## src/hw/rtl/cbsb_pkg.sv

```systemverilog
`timescale 1ns / 1ps
// ----------------------------------------------------------------------------
// cbsb_pkg
// Shared types and constants for the clamped cubic B-spline basis evaluator:
// kernel kinds, kernel coefficient sets and stream field layout.
// ----------------------------------------------------------------------------
package cbsb_pkg;

    // Stream field widths.
    localparam int POS_W      = 21;
    localparam int IDX_W      = 6;
    localparam int VAL_W      = 17;
    localparam int IN_TDATA_W = 24;
    localparam int OUT_TDATA_W = 24;

    // Configuration register map and reset value.
    localparam int            APB_ADDR_W       = 2;
    localparam logic [1:0]    ADDR_KNOT_COUNT  = 2'd0;
    localparam logic [5:0]    KNOT_COUNT_RESET = 6'd8;
    localparam logic [5:0]    MIN_KNOTS        = 6'd4;

    // Kernel kinds: the value of a boundary kind is its distance from the edge
    // column, and the kind plus one is its number of cubic pieces.
    typedef enum logic [1:0] {
        KIND_END   = 2'd0,
        KIND_TWO   = 2'd1,
        KIND_THREE = 2'd2,
        KIND_MID   = 2'd3
    } t_kind;

    // Polynomial coefficients scaled by twelve.
    typedef logic signed [8:0] t_coef;

    typedef struct packed {
        t_coef c0;
        t_coef c1;
        t_coef c2;
        t_coef c3;
    } t_coef_set;

    // Control that travels with each column through the arithmetic stages.
    typedef struct packed {
        logic             valid;
        logic             last;
        logic             live;
        logic [IDX_W-1:0] index;
    } t_issue;

    // Coefficient lookup for one kernel kind and piece.
    function automatic t_coef_set kernel_coef(t_kind kind, logic [1:0] piece);
        t_coef_set cs;
        cs = '{c0: 9'sd0, c1: 9'sd0, c2: 9'sd0, c3: 9'sd0};
        case ({kind, piece})
            {KIND_END, 2'd0}:   cs = '{c0: 9'sd12,  c1: -9'sd36,  c2: 9'sd36,  c3: -9'sd12};
            {KIND_TWO, 2'd0}:   cs = '{c0: 9'sd0,   c1: 9'sd36,   c2: -9'sd54, c3: 9'sd21};
            {KIND_TWO, 2'd1}:   cs = '{c0: 9'sd24,  c1: -9'sd36,  c2: 9'sd18,  c3: -9'sd3};
            {KIND_THREE, 2'd0}: cs = '{c0: 9'sd0,   c1: 9'sd0,    c2: 9'sd18,  c3: -9'sd11};
            {KIND_THREE, 2'd1}: cs = '{c0: -9'sd18, c1: 9'sd54,   c2: -9'sd36, c3: 9'sd7};
            {KIND_THREE, 2'd2}: cs = '{c0: 9'sd54,  c1: -9'sd54,  c2: 9'sd18,  c3: -9'sd2};
            {KIND_MID, 2'd0}:   cs = '{c0: 9'sd0,   c1: 9'sd0,    c2: 9'sd0,   c3: 9'sd2};
            {KIND_MID, 2'd1}:   cs = '{c0: 9'sd8,   c1: -9'sd24,  c2: 9'sd24,  c3: -9'sd6};
            {KIND_MID, 2'd2}:   cs = '{c0: -9'sd88, c1: 9'sd120,  c2: -9'sd48, c3: 9'sd6};
            {KIND_MID, 2'd3}:   cs = '{c0: 9'sd128, c1: -9'sd96,  c2: 9'sd24,  c3: -9'sd2};
            default:            cs = '{c0: 9'sd0,   c1: 9'sd0,    c2: 9'sd0,   c3: 9'sd0};
        endcase
        return cs;
    endfunction

endpackage

```

## src/hw/rtl/cbsb_queue.sv

```systemverilog
`timescale 1ns / 1ps
// ----------------------------------------------------------------------------
// cbsb_queue
// Two-entry queue between the accepting front and the column sequencer.
// ----------------------------------------------------------------------------
module cbsb_queue #(
    parameter int WIDTH = 8
) (
    input  logic             i_clk,
    input  logic             i_rst_n,
    input  logic             i_push,
    input  logic [WIDTH-1:0] i_data,
    input  logic             i_pop,
    output logic [WIDTH-1:0] o_data,
    output logic             o_full,
    output logic             o_empty
);

    logic [WIDTH-1:0] r_mem [2];
    logic             r_wptr;
    logic             r_rptr;
    logic [1:0]       r_count;

    // Entry storage, written at the tail.
    always_ff @(posedge i_clk) begin
        if (i_push) begin
            r_mem[r_wptr] <= i_data;
        end
    end

    // Pointers and fill level.
    always_ff @(posedge i_clk) begin
        if (!i_rst_n) begin
            r_wptr  <= 1'b0;
            r_rptr  <= 1'b0;
            r_count <= 2'd0;
        end else begin
            if (i_push) begin
                r_wptr <= ~r_wptr;
            end
            if (i_pop) begin
                r_rptr <= ~r_rptr;
            end
            case ({i_push, i_pop})
                2'b10:   r_count <= r_count + 2'd1;
                2'b01:   r_count <= r_count - 2'd1;
                default: r_count <= r_count;
            endcase
        end
    end

    assign o_data  = r_mem[r_rptr];
    assign o_full  = (r_count == 2'd2);
    assign o_empty = (r_count == 2'd0);

    // The queue never takes an entry it has no room for, nor gives one it lacks.
    a_no_overflow: assert property (@(posedge i_clk) disable iff (!i_rst_n)
        i_push |-> !o_full) else $error("queue written while full");
    a_no_underflow: assert property (@(posedge i_clk) disable iff (!i_rst_n)
        i_pop |-> !o_empty) else $error("queue read while empty");

endmodule

```

## src/hw/rtl/cbsb_front.sv

```systemverilog
`timescale 1ns / 1ps
// ----------------------------------------------------------------------------
// cbsb_front
// Accepts position beats, resolves the effective knot count and the mirrored
// argument for the right-hand boundary columns, and writes them to the queue.
// ----------------------------------------------------------------------------
module cbsb_front #(
    parameter int MAX_KNOTS = 32,
    parameter int FRAC_BITS = 16,
    parameter int XW        = 24
) (
    input  logic                                  i_clk,
    input  logic                                  i_rst_n,
    input  logic [5:0]                            i_knot_count,
    input  logic                                  s_axis_tvalid,
    output logic                                  s_axis_tready,
    input  logic [cbsb_pkg::IN_TDATA_W-1:0]       s_axis_tdata,   // [20:0] position
    input  logic                                  i_q_full,
    output logic                                  o_push,
    output logic [cbsb_pkg::POS_W-1:0]            o_pos,
    output logic [5:0]                            o_knots,
    output logic signed [XW-1:0]                  o_mirror
);

    logic [5:0]    w_knots;
    logic [XW-1:0] w_base;
    logic          r_seen;

    // Clamp the knot count into the supported range.
    always_comb begin
        if (i_knot_count < cbsb_pkg::MIN_KNOTS) begin
            w_knots = cbsb_pkg::MIN_KNOTS;
        end else if (i_knot_count > 6'(MAX_KNOTS)) begin
            w_knots = 6'(MAX_KNOTS);
        end else begin
            w_knots = i_knot_count;
        end
    end

    // Mirrored argument: (knots - 1) * S - position, in two's complement.
    assign w_base   = XW'(w_knots - 6'd1) << FRAC_BITS;
    assign o_pos    = s_axis_tdata[cbsb_pkg::POS_W-1:0];
    assign o_knots  = w_knots;
    assign o_mirror = $signed(w_base - XW'(o_pos));

    // A beat is taken whenever the queue has room.
    assign s_axis_tready = !i_q_full;
    assign o_push        = s_axis_tvalid && !i_q_full;

    // Tracks whether any beat has been taken since reset.
    always_ff @(posedge i_clk) begin
        if (!i_rst_n) begin
            r_seen <= 1'b0;
        end else if (o_push) begin
            r_seen <= 1'b1;
        end
    end

    // The clamped count always lies in the supported range.
    a_knots_range: assert property (@(posedge i_clk) disable iff (!i_rst_n)
        (o_push || r_seen) |-> (w_knots >= cbsb_pkg::MIN_KNOTS && w_knots <= 6'(MAX_KNOTS)))
        else $error("clamped knot count out of range");

endmodule

```

## src/hw/rtl/cbsb_back.sv

```systemverilog
`timescale 1ns / 1ps
// ----------------------------------------------------------------------------
// cbsb_back
// Column sequencer: walks the basis columns of the queue head, picks the
// kernel kind, argument and cubic piece of each, and issues one column per
// cycle into the arithmetic pipeline whenever the pipeline advances.
// ----------------------------------------------------------------------------
module cbsb_back #(
    parameter int FRAC_BITS = 16,
    parameter int XW        = 24
) (
    input  logic                          i_clk,
    input  logic                          i_rst_n,
    input  logic                          i_q_empty,
    input  logic [cbsb_pkg::POS_W-1:0]    i_pos,
    input  logic [5:0]                    i_knots,
    input  logic signed [XW-1:0]          i_mirror,
    input  logic                          i_advance,
    output logic                          o_pop,
    output cbsb_pkg::t_issue              o_issue,
    output logic [FRAC_BITS+2:0]          o_x,
    output cbsb_pkg::t_coef_set           o_coef
);

    logic [5:0]           r_col;
    logic [6:0]           w_col7;
    logic [6:0]           w_last_col;
    logic [6:0]           w_dist;
    logic                 w_issue;
    logic                 w_last;
    cbsb_pkg::t_kind      w_kind;
    logic signed [XW-1:0] w_x;
    logic signed [XW-1:0] w_xm1;
    logic signed [XW-1:0] w_hi;
    logic                 w_lo_ok;
    logic                 w_live;
    logic [1:0]           w_piece;

    cbsb_pkg::t_issue     r_issue;
    logic [FRAC_BITS+2:0] r_x;
    cbsb_pkg::t_coef_set  r_coef;

    assign w_col7     = {1'b0, r_col};
    assign w_last_col = {1'b0, i_knots} + 7'd1;
    assign w_dist     = w_last_col - w_col7;
    assign w_issue    = !i_q_empty;
    assign w_last     = (w_col7 == w_last_col);

    // Kernel kind and argument of the current column.
    always_comb begin
        if (r_col < 6'd3) begin
            w_kind = cbsb_pkg::t_kind'(r_col[1:0]);
            w_x    = $signed(XW'(i_pos));
        end else if (w_dist < 7'd3) begin
            w_kind = cbsb_pkg::t_kind'(w_dist[1:0]);
            w_x    = i_mirror;
        end else begin
            w_kind = cbsb_pkg::KIND_MID;
            w_x    = $signed(XW'(i_pos) - (XW'(r_col - 6'd3) << FRAC_BITS));
        end
    end

    // Support test and piece number: piece p covers p*S < x <= (p+1)*S,
    // the end kernel covers 0 <= x <= S.
    assign w_hi    = $signed(XW'({1'b0, w_kind} + 3'd1) << FRAC_BITS);
    assign w_xm1   = w_x - XW'(1);
    assign w_lo_ok = (w_kind == cbsb_pkg::KIND_END) ? !w_x[XW-1]
                                                    : (!w_x[XW-1] && (w_x != '0));
    assign w_live  = w_lo_ok && (w_x <= w_hi);
    assign w_piece = (w_kind == cbsb_pkg::KIND_END) ? 2'd0 : w_xm1[FRAC_BITS +: 2];

    // Column counter; the queue head is released with its last column.
    always_ff @(posedge i_clk) begin
        if (!i_rst_n) begin
            r_col <= '0;
        end else if (w_issue && i_advance) begin
            r_col <= w_last ? 6'd0 : r_col + 6'd1;
        end
    end

    assign o_pop = w_issue && i_advance && w_last;

    // Issue register feeding the arithmetic pipeline; only the valid bit is reset.
    always_ff @(posedge i_clk) begin
        if (!i_rst_n) begin
            r_issue.valid <= 1'b0;
        end else if (i_advance) begin
            r_issue.valid <= w_issue;
        end
        if (i_advance) begin
            r_issue.last  <= w_last;
            r_issue.live  <= w_live;
            r_issue.index <= r_col;
            r_x           <= w_live ? w_x[FRAC_BITS+2:0] : '0;
            r_coef        <= cbsb_pkg::kernel_coef(w_kind, w_piece);
        end
    end

    assign o_issue = r_issue;
    assign o_x     = r_x;
    assign o_coef  = r_coef;

    // The column count never runs past the last column of the head item.
    a_col_bound: assert property (@(posedge i_clk) disable iff (!i_rst_n)
        !i_q_empty |-> (w_col7 <= w_last_col)) else $error("column past last");
    // Columns are issued in order, one step at a time.
    a_col_step: assert property (@(posedge i_clk) disable iff (!i_rst_n)
        (w_issue && i_advance && !w_last) |=> (r_col == $past(r_col) + 6'd1))
        else $error("column sequence skipped");

endmodule

```

## src/hw/rtl/cbsb_kernel.sv

```systemverilog
`timescale 1ns / 1ps
// ----------------------------------------------------------------------------
// cbsb_kernel
// Pipelined Horner evaluation of one cubic piece per cycle when not stalled,
// the division by twelve, the clamp to [0, 1] and the result output register.
// ----------------------------------------------------------------------------
module cbsb_kernel #(
    parameter int FRAC_BITS = 16
) (
    input  logic                                i_clk,
    input  logic                                i_rst_n,
    input  cbsb_pkg::t_issue                    i_issue,
    input  logic [FRAC_BITS+2:0]                i_x,
    input  cbsb_pkg::t_coef_set                 i_coef,
    output logic                                o_advance,
    output logic                                m_axis_tvalid,
    input  logic                                m_axis_tready,
    output logic [cbsb_pkg::OUT_TDATA_W-1:0]    m_axis_tdata,  // [5:0] basis_index,
                                                               // [22:6] basis_value
    output logic                                m_axis_tlast   // last_basis
);

    localparam int XN = FRAC_BITS + 3;          // argument, up to 4*S
    localparam int SW = FRAC_BITS + 13;         // Horner partial sums
    localparam int PW = SW + XN;                // products
    localparam int VW = FRAC_BITS + 1;          // value, up to S
    localparam int SH = FRAC_BITS + 4;          // reciprocal shift for /3
    localparam logic signed [PW-1:0] ROUND_BIAS = PW'((2 ** FRAC_BITS) - 1);
    localparam logic signed [PW-1:0] ZERO_P     = '0;
    localparam logic signed [SW-1:0] TWELVE_S   = SW'(12 * (2 ** FRAC_BITS));
    localparam logic [FRAC_BITS+2:0] DIV3_M     = (FRAC_BITS+3)'((2 ** SH) / 3);
    localparam logic [VW-1:0]        ONE_V      = VW'(2 ** FRAC_BITS);

    // Stage B: t1 = c3 * x.
    cbsb_pkg::t_issue     r_b_issue;
    logic signed [XN:0]   r_b_xs;
    logic signed [SW-1:0] r_b_t1;
    cbsb_pkg::t_coef      r_b_c0, r_b_c1, r_b_c2;
    logic signed [XN:0]   w_xs;

    // Stage C: (t1 + c2*S) * x.
    cbsb_pkg::t_issue     r_c_issue;
    logic signed [XN:0]   r_c_xs;
    logic signed [PW-1:0] r_c_prod;
    cbsb_pkg::t_coef      r_c_c0, r_c_c1;
    logic signed [SW-1:0] w_c_sum;

    // Stage D: t2 = trunc(prev / S); (t2 + c1*S) * x.
    cbsb_pkg::t_issue     r_d_issue;
    logic signed [PW-1:0] r_d_prod;
    cbsb_pkg::t_coef      r_d_c0;
    logic signed [PW-1:0] w_d_bias;
    logic signed [PW-1:0] w_d_rsum;
    logic signed [SW-1:0] w_d_t2;
    logic signed [SW-1:0] w_d_sum;

    // Stage E: t3 = trunc(prev / S); num = t3 + c0*S.
    cbsb_pkg::t_issue     r_e_issue;
    logic signed [SW-1:0] r_e_num;
    logic signed [PW-1:0] w_e_bias;
    logic signed [PW-1:0] w_e_rsum;
    logic signed [SW-1:0] w_e_t3;

    // Stage F: range flags and the reciprocal product for num / 12.
    cbsb_pkg::t_issue        r_f_issue;
    logic                    r_f_neg;
    logic                    r_f_full;
    logic [FRAC_BITS+1:0]    r_f_a;
    logic [2*FRAC_BITS+4:0]  r_f_prod;
    logic [FRAC_BITS+1:0]    w_f_a;

    // Output stage.
    logic                    w_q_fix;
    logic [FRAC_BITS:0]      w_q_est;
    logic [FRAC_BITS+2:0]    w_three_q;
    logic [FRAC_BITS+2:0]    w_rem;
    logic [VW-1:0]           w_val;
    logic [VW+15:0]          w_val_ext;
    logic                    r_out_valid;
    logic                    r_out_last;
    logic [cbsb_pkg::IDX_W-1:0] r_out_index;
    logic [VW-1:0]           r_out_val;

    // The whole pipeline moves when the output register is free or drains.
    assign o_advance = !r_out_valid || m_axis_tready;

    // Valid bit of the output register.
    always_ff @(posedge i_clk) begin
        if (!i_rst_n) begin
            r_out_valid <= 1'b0;
        end else if (o_advance) begin
            r_out_valid <= r_f_issue.valid;
        end
    end

    // Stage B arithmetic.
    assign w_xs = $signed({1'b0, i_x});

    always_ff @(posedge i_clk) begin
        if (!i_rst_n) begin
            r_b_issue.valid <= 1'b0;
        end else if (o_advance) begin
            r_b_issue.valid <= i_issue.valid;
        end
        if (o_advance) begin
            r_b_issue.last  <= i_issue.last;
            r_b_issue.live  <= i_issue.live;
            r_b_issue.index <= i_issue.index;
            r_b_xs          <= w_xs;
            r_b_t1          <= SW'(i_coef.c3) * SW'(w_xs);
            r_b_c0          <= i_coef.c0;
            r_b_c1          <= i_coef.c1;
            r_b_c2          <= i_coef.c2;
        end
    end

    // Stage C arithmetic.
    assign w_c_sum = r_b_t1 + (SW'(r_b_c2) <<< FRAC_BITS);

    always_ff @(posedge i_clk) begin
        if (!i_rst_n) begin
            r_c_issue.valid <= 1'b0;
        end else if (o_advance) begin
            r_c_issue.valid <= r_b_issue.valid;
        end
        if (o_advance) begin
            r_c_issue.last  <= r_b_issue.last;
            r_c_issue.live  <= r_b_issue.live;
            r_c_issue.index <= r_b_issue.index;
            r_c_xs          <= r_b_xs;
            r_c_prod        <= PW'(w_c_sum) * PW'(r_b_xs);
            r_c_c0          <= r_b_c0;
            r_c_c1          <= r_b_c1;
        end
    end

    // Stage D arithmetic: division by S truncates toward zero.
    assign w_d_bias = r_c_prod[PW-1] ? ROUND_BIAS : ZERO_P;
    assign w_d_rsum = r_c_prod + w_d_bias;
    assign w_d_t2   = w_d_rsum[FRAC_BITS +: SW];
    assign w_d_sum  = w_d_t2 + (SW'(r_c_c1) <<< FRAC_BITS);

    always_ff @(posedge i_clk) begin
        if (!i_rst_n) begin
            r_d_issue.valid <= 1'b0;
        end else if (o_advance) begin
            r_d_issue.valid <= r_c_issue.valid;
        end
        if (o_advance) begin
            r_d_issue.last  <= r_c_issue.last;
            r_d_issue.live  <= r_c_issue.live;
            r_d_issue.index <= r_c_issue.index;
            r_d_prod        <= PW'(w_d_sum) * PW'(r_c_xs);
            r_d_c0          <= r_c_c0;
        end
    end

    // Stage E arithmetic.
    assign w_e_bias = r_d_prod[PW-1] ? ROUND_BIAS : ZERO_P;
    assign w_e_rsum = r_d_prod + w_e_bias;
    assign w_e_t3   = w_e_rsum[FRAC_BITS +: SW];

    always_ff @(posedge i_clk) begin
        if (!i_rst_n) begin
            r_e_issue.valid <= 1'b0;
        end else if (o_advance) begin
            r_e_issue.valid <= r_d_issue.valid;
        end
        if (o_advance) begin
            r_e_issue.last  <= r_d_issue.last;
            r_e_issue.live  <= r_d_issue.live;
            r_e_issue.index <= r_d_issue.index;
            r_e_num         <= w_e_t3 + (SW'(r_d_c0) <<< FRAC_BITS);
        end
    end

    // Stage F: num / 12 = (num / 4) / 3 for 0 <= num < 12*S.
    assign w_f_a = r_e_num[FRAC_BITS+3:2];

    always_ff @(posedge i_clk) begin
        if (!i_rst_n) begin
            r_f_issue.valid <= 1'b0;
        end else if (o_advance) begin
            r_f_issue.valid <= r_e_issue.valid;
        end
        if (o_advance) begin
            r_f_issue.last  <= r_e_issue.last;
            r_f_issue.live  <= r_e_issue.live;
            r_f_issue.index <= r_e_issue.index;
            r_f_neg         <= r_e_num[SW-1];
            r_f_full        <= (r_e_num >= TWELVE_S);
            r_f_a           <= w_f_a;
            r_f_prod        <= (2*FRAC_BITS+5)'(w_f_a) * (2*FRAC_BITS+5)'(DIV3_M);
        end
    end

    // Quotient estimate is low by at most one; fix it and clamp.
    assign w_q_est   = r_f_prod[SH +: FRAC_BITS+1];
    assign w_three_q = {1'b0, w_q_est, 1'b0} + (FRAC_BITS+3)'(w_q_est);
    assign w_rem     = (FRAC_BITS+3)'(r_f_a) - w_three_q;
    assign w_q_fix   = (w_rem >= (FRAC_BITS+3)'(3));

    always_comb begin
        if (!r_f_issue.live || r_f_neg) begin
            w_val = '0;
        end else if (r_f_full) begin
            w_val = ONE_V;
        end else begin
            w_val = w_q_est + VW'(w_q_fix);
        end
    end

    // Output register.
    always_ff @(posedge i_clk) begin
        if (o_advance) begin
            r_out_last  <= r_f_issue.last;
            r_out_index <= r_f_issue.index;
            r_out_val   <= w_val;
        end
    end

    assign w_val_ext     = {16'b0, r_out_val};
    assign m_axis_tvalid = r_out_valid;
    assign m_axis_tlast  = r_out_last;
    assign m_axis_tdata  = {1'b0, w_val_ext[cbsb_pkg::VAL_W-1:0], r_out_index};

    // A reported value never exceeds one.
    a_value_clamped: assert property (@(posedge i_clk) disable iff (!i_rst_n)
        m_axis_tvalid |-> (r_out_val <= ONE_V)) else $error("basis value above one");

endmodule

```

## src/hw/rtl/cubic_bspline_basis_eval_top.sv

```systemverilog
`timescale 1ns / 1ps
// ----------------------------------------------------------------------------
// cubic_bspline_basis_eval_top
// Clamped uniform cubic B-spline basis evaluator.
//
// Each position beat on the slave stream (u, unsigned, FRAC_BITS fraction
// bits) yields knot_count + 2 beats on the master stream, one per basis
// column from column 0 upward; tlast marks the final column. knot_count is
// written over the APB port at address 0 (clamped to 4..MAX_KNOTS in use)
// and must only change while no position is in flight.
// Throughput: one result beat per cycle while m_axis_tready is high, and
// items follow without gaps; the column sequencer issuing one column per
// cycle sets that rate.
// Between an accepted beat and its first result lie the queue, the issue
// register, five arithmetic stages and the output register.
// A two-entry queue sits behind the input, so s_axis_tready stays high until
// one position waits behind the one being expanded.
// While a result waits with m_axis_tready low, the whole arithmetic pipeline
// holds its contents and the input keeps filling the queue until it is full.
// Reset (synchronous, active low) empties the queue and pipeline and sets
// knot_count to 8.
// ----------------------------------------------------------------------------
module cubic_bspline_basis_eval_top #(
    parameter int MAX_KNOTS = 32,
    parameter int FRAC_BITS = 16
) (
    input  logic                                i_clk,
    input  logic                                i_rst_n,
    // Configuration port.
    input  logic                                psel,
    input  logic                                penable,
    input  logic                                pwrite,
    input  logic [cbsb_pkg::APB_ADDR_W-1:0]     paddr,
    input  logic [31:0]                         pwdata,
    output logic [31:0]                         prdata,
    output logic                                pready,
    // Position stream.
    input  logic                                s_axis_tvalid,
    output logic                                s_axis_tready,
    input  logic [cbsb_pkg::IN_TDATA_W-1:0]     s_axis_tdata,  // [20:0] position
    // Basis stream.
    output logic                                m_axis_tvalid,
    input  logic                                m_axis_tready,
    output logic [cbsb_pkg::OUT_TDATA_W-1:0]    m_axis_tdata,  // [5:0] basis_index,
                                                               // [22:6] basis_value
    output logic                                m_axis_tlast   // last_basis
);

    localparam int XW = (FRAC_BITS + 8 > cbsb_pkg::POS_W + 1) ? FRAC_BITS + 8
                                                              : cbsb_pkg::POS_W + 1;
    localparam int QW = cbsb_pkg::POS_W + 6 + XW;

    logic [5:0]                 r_knot_count;
    logic                       w_cfg_write;
    logic                       w_push;
    logic                       w_pop;
    logic                       w_q_full;
    logic                       w_q_empty;
    logic [cbsb_pkg::POS_W-1:0] w_front_pos;
    logic [5:0]                 w_front_knots;
    logic signed [XW-1:0]       w_front_mirror;
    logic [QW-1:0]              w_q_in;
    logic [QW-1:0]              w_q_out;
    logic                       w_advance;
    cbsb_pkg::t_issue           w_issue;
    logic [FRAC_BITS+2:0]       w_x;
    cbsb_pkg::t_coef_set        w_coef;

    // Configuration register.
    assign w_cfg_write = psel && penable && pwrite && pready
                         && (paddr == cbsb_pkg::ADDR_KNOT_COUNT);

    always_ff @(posedge i_clk) begin
        if (!i_rst_n) begin
            r_knot_count <= cbsb_pkg::KNOT_COUNT_RESET;
        end else if (w_cfg_write) begin
            r_knot_count <= pwdata[5:0];
        end
    end

    assign pready = 1'b1;
    assign prdata = (paddr == cbsb_pkg::ADDR_KNOT_COUNT) ? {26'b0, r_knot_count} : 32'b0;

    // Front: accept and classify.
    cbsb_front #(
        .MAX_KNOTS (MAX_KNOTS),
        .FRAC_BITS (FRAC_BITS),
        .XW        (XW)
    ) u_front (
        .i_clk         (i_clk),
        .i_rst_n       (i_rst_n),
        .i_knot_count  (r_knot_count),
        .s_axis_tvalid (s_axis_tvalid),
        .s_axis_tready (s_axis_tready),
        .s_axis_tdata  (s_axis_tdata),
        .i_q_full      (w_q_full),
        .o_push        (w_push),
        .o_pos         (w_front_pos),
        .o_knots       (w_front_knots),
        .o_mirror      (w_front_mirror)
    );

    // Queue between front and back.
    assign w_q_in = {w_front_mirror, w_front_knots, w_front_pos};

    cbsb_queue #(
        .WIDTH (QW)
    ) u_queue (
        .i_clk   (i_clk),
        .i_rst_n (i_rst_n),
        .i_push  (w_push),
        .i_data  (w_q_in),
        .i_pop   (w_pop),
        .o_data  (w_q_out),
        .o_full  (w_q_full),
        .o_empty (w_q_empty)
    );

    // Back: column sequencer.
    cbsb_back #(
        .FRAC_BITS (FRAC_BITS),
        .XW        (XW)
    ) u_back (
        .i_clk     (i_clk),
        .i_rst_n   (i_rst_n),
        .i_q_empty (w_q_empty),
        .i_pos     (w_q_out[cbsb_pkg::POS_W-1:0]),
        .i_knots   (w_q_out[cbsb_pkg::POS_W +: 6]),
        .i_mirror  ($signed(w_q_out[QW-1 -: XW])),
        .i_advance (w_advance),
        .o_pop     (w_pop),
        .o_issue   (w_issue),
        .o_x       (w_x),
        .o_coef    (w_coef)
    );

    // Back: arithmetic pipeline and result register.
    cbsb_kernel #(
        .FRAC_BITS (FRAC_BITS)
    ) u_kernel (
        .i_clk         (i_clk),
        .i_rst_n       (i_rst_n),
        .i_issue       (w_issue),
        .i_x           (w_x),
        .i_coef        (w_coef),
        .o_advance     (w_advance),
        .m_axis_tvalid (m_axis_tvalid),
        .m_axis_tready (m_axis_tready),
        .m_axis_tdata  (m_axis_tdata),
        .m_axis_tlast  (m_axis_tlast)
    );

endmodule

```

## config.mk

```make
export PLATFORM = sky130hd
export DESIGN_NAME = cubic_bspline_basis_eval_top
export DESIGN_NICKNAME = d
export VERILOG_FILES = /design/src/hw/rtl/cbsb_pkg.sv /design/src/hw/rtl/cbsb_queue.sv /design/src/hw/rtl/cbsb_front.sv /design/src/hw/rtl/cbsb_back.sv /design/src/hw/rtl/cbsb_kernel.sv /design/src/hw/rtl/cubic_bspline_basis_eval_top.sv
export SDC_FILE = /design/constraint.sdc
export NUM_CORES = 2
export LEC_CHECK = 0
export ABC_AREA = 1
export ABC_CLOCK_PERIOD_IN_PS = 13400
export BUFFER_PORTS_ARGS = -buffer_cell sky130_fd_sc_hd__buf_2
export CORE_UTILIZATION = 45
export DETAILED_ROUTE_END_ITERATION = 8
export MAX_ROUTING_LAYER = met4
export PLACE_DENSITY_LB_ADDON = 0.05
export SLEW_MARGIN = 20
export SYNTH_ARGS = -nofsm -noshare
export SYNTH_HDL_FRONTEND = slang
export SYNTH_SLANG_ARGS = --single-unit
```

## constraint.sdc

```tcl
create_clock -name i_clk -period 13.4 [get_ports i_clk]
set_clock_uncertainty 0.1 [all_clocks]
set_input_delay 4.02 -clock i_clk [delete_from_list [all_inputs] [get_ports i_clk]]
set_output_delay 4.02 -clock i_clk [all_outputs]
set_load 0.01 [all_outputs]
```

==> impl_metrics.env <==
export IMPL_status="complete, but fails checks"
export IMPL_failed_checks="DRC"
export IMPL_ys_top_cells_by_area="fa_1 36%, edfxtp_1 20%, inv_1 10%"
export IMPL_start_util_pct=45.28
export IMPL_routed_via_density=4.993
export IMPL_gr_total_overflow=0
export IMPL_synthXorXnorAreaFrac_pct=3.341
export IMPL_port_buffers=67
export IMPL_seq_area_frac_synth_pct=20.47
export IMPL_pin_count=125
export IMPL_tritoncts="yes"
export IMPL_synth_compound_area_share_pct=4.719
export IMPL_rsz0062_at_grt="false"
export IMPL_worstMarginPinSlew_ns=1.195
export IMPL_cts_root_buf="clkbuf_16"
export IMPL_clk_pin_slew_ns=0.05
export IMPL_synth_top_cell_area_share_pct=35.56
export IMPL_holdWs_ns=0.2814
export IMPL_drt_initial_drc_count=2804
export IMPL_h_tree_depth=3
export IMPL_cts_setup_buffers=0
export IMPL_finalCriticalPeriod_ns=11.94
export IMPL_synthArstFlopShare_pct=0
export IMPL_routabilityCongestion=0.9039
export IMPL_synth_area_um2=72620
export IMPL_layout_drive_gt1_share_pct=4.266
export IMPL_cp_max_fo=16
export IMPL_first_global_vias=55020
export IMPL_grt_start_max_net_pins=116
export IMPL_finalMaxSlewViolations=0
export IMPL_wl_per_cell_um=18.75
export IMPL_yosysWarnings=0
export IMPL_areaGrowthSynthToFinish_pct=6.790
export IMPL_synth_commonest_cells="2002 x inv_1, 1534 x nand2_1, 1290 x fa_1"
export IMPL_grt_antenna_before_repair=0
export IMPL_finalSetupViolations=0
export IMPL_hpwlAfterDp_um=155100
export IMPL_busiest_layer="met2"
export IMPL_worstPathRequired_ns=13.69
export IMPL_crit_top_cell="nand2_1"
export IMPL_syn_area_per_cell_um2=9.002
export IMPL_start_kind="flop"
export IMPL_maxCapViolations=0
export IMPL_syn_inst=8067
export IMPL_synth_cell_types=60
export IMPL_stdcell_area_um2=77550
export IMPL_synthAdderAreaFrac_pct=45.45
export IMPL_gr_usage_met3_pct=2.663
export IMPL_core_area_um2=160400
export IMPL_synth_seq_cells=503
export IMPL_hold_viol=0
export IMPL_ant_nets=0
export IMPL_grtUsageMet2_pct=41.54
export IMPL_place_inst=10150
export IMPL_num_rows=147
export IMPL_crit_type="reg -> reg"
export IMPL_setup_tns_ns=0
export IMPL_synthSimpleGateAreaFrac_pct=13.90
export IMPL_fin_nets=9987
export IMPL_synth_edf_count=479
export IMPL_insertion_delay_ns=0.66
export IMPL_die_w_um=403.7
export IMPL_final_cells=10270
export IMPL_clk_path_buf_depth=3
export IMPL_synth_flop_cell="edfxtp_1"
export IMPL_hold_class="reg -> reg"
export IMPL_grt_pass1_wl_um=309600
export IMPL_slowest_delay_ns=0.63
export IMPL_met1_usage_pct=32.96
export IMPL_vias=51280
export IMPL_yosys_area_top_type="fa_1"
export IMPL_cts_sinks=503
export IMPL_hold_buffers=0
export IMPL_synth_most_common_cell="inv_1"
export IMPL_end_kind="flop"
export IMPL_place_area_um2=75270
export IMPL_period_share_pct=89.09
export IMPL_cp_data_arrival_time_ns=12.23
export IMPL_cts_inserted_buffers=66
export IMPL_grtUsageTotal_pct=25.30
export IMPL_r2r_cells=48
export IMPL_synth_top_family_by_area="adder cells"
export IMPL_drc=4
export IMPL_crit_path_top_delay_cell="edfxtp_1"
export IMPL_min_path_cells=0
export IMPL_relSlewSlack_pct=20.32
export IMPL_die_area_um2=163000
export IMPL_synth_area_mux_share_pct=0.08270
export IMPL_wirelength_um=192600
export IMPL_fmax_mhz=83.77
export IMPL_cts_resized=0
export IMPL_fp_dieH_um=403.7
export IMPL_drt_pass1_iter_count=7
-- flip-flops by register name, summed over array words and instances (netlist names), 16 cells and up, named ones only --
name and cells:
u_back.o_x 19, u_kernel.r_e_num 27, u_kernel.r_c_prod 46, u_kernel.r_out_val 17, u_back.o_coef 25, u_kernel.r_c_xs 19, u_kernel.r_b_t1 29, u_queue.r_mem 100
u_kernel.r_b_xs 19, u_kernel.r_f_a 16, u_kernel.r_d_prod 46, u_kernel.r_f_prod 19
-- worst max-delay path, delay by kind of cell (launching register included) --
kind / cells / cell delay, ns
AND/OR/NAND/NOR: 15 / 2.42
XOR/XNOR: 2 / 0.33
buffers and inverters: 10 / 1.17
AO/OA/AOI/OAI: 11 / 2.32
flip-flops: 1 / 0.63
adder cells (fa/ha/maj): 10 / 4.70
-- through the flow --
step	util, %	setup slack, ns
floorplan	-	1.074
global placement	46.93	1.445
detailed placement	46.93	1.414
CTS	48.35	1.414
global route	48.35	0.5581
finish	48.35	1.462
-- layer usage --
layer / routed length (um) / share of wire (%)
met5: 0 / 0
met3: 8073 / 4.2
met1: 84850 / 44
met4: 6672 / 3.5
met2: 93020 / 48
-- cell type report --
| cell class | instances | area (um2) |
|---|---|---|
| sequential | 503 | 14870 |
| antenna | 1 | 2.502 |
| timing repair buffer | 137 | 860.8 |
| multi-input combinational | 5308 | 49170 |
| tap | 2160 | 2703 |
| inverter | 2043 | 7676 |
| clock inverter | 47 | 568.0 |
| clock buffer | 72 | 1705 |
| fill | 15610 | 82840 |
-- cells in the final DEF, fill, tap and decap left out, types with 49 or more instances in the layout --
master,instances
a21oi_1,315
buf_2,67
buf_4,70
clkbuf_16,67
edfxtp_1,479
fa_1,1290
ha_1,573
inv_1,2001
nand2_1,1534
nand3_1,110
nand4_1,49
nor2_1,639
nor3_1,65
o21ai_0,170
xnor2_1,102
xor2_1,171
-- cell families (layout without fill, tap and decap cells) --
logic type / after synthesis / after routing
multiplexers: 6 / 6
flip-flops: 503 / 503
other: 2 / 29
AND/OR/NAND/NOR: 2512 / 2512
XOR/XNOR: 277 / 277
AO/OA/AOI/OAI: 621 / 621
buffers and inverters: 2282 / 2299
adder cells (fa/ha/maj): 1864 / 1864
-- final timing paths --
check / from / to / slack, ns
max reg2reg: u_kernel.r_c_prod[47]$_DFFE_PN_ / u_kernel.r_d_prod[43]$_DFFE_PN_ / 1.46
min reg2reg: u_kernel.r_e_issue[6]$_DFFE_PN_ / u_kernel.r_f_issue[6]$_DFFE_PN_ / 0.28
min: u_kernel.r_e_issue[6]$_DFFE_PN_ / u_kernel.r_f_issue[6]$_DFFE_PN_ / 0.28
max: u_kernel.r_c_prod[47]$_DFFE_PN_ / u_kernel.r_d_prod[43]$_DFFE_PN_ / 1.46
Power is not shown: default switching activity piles up to over one toggle a cycle in this logic, so the estimate is an artifact.
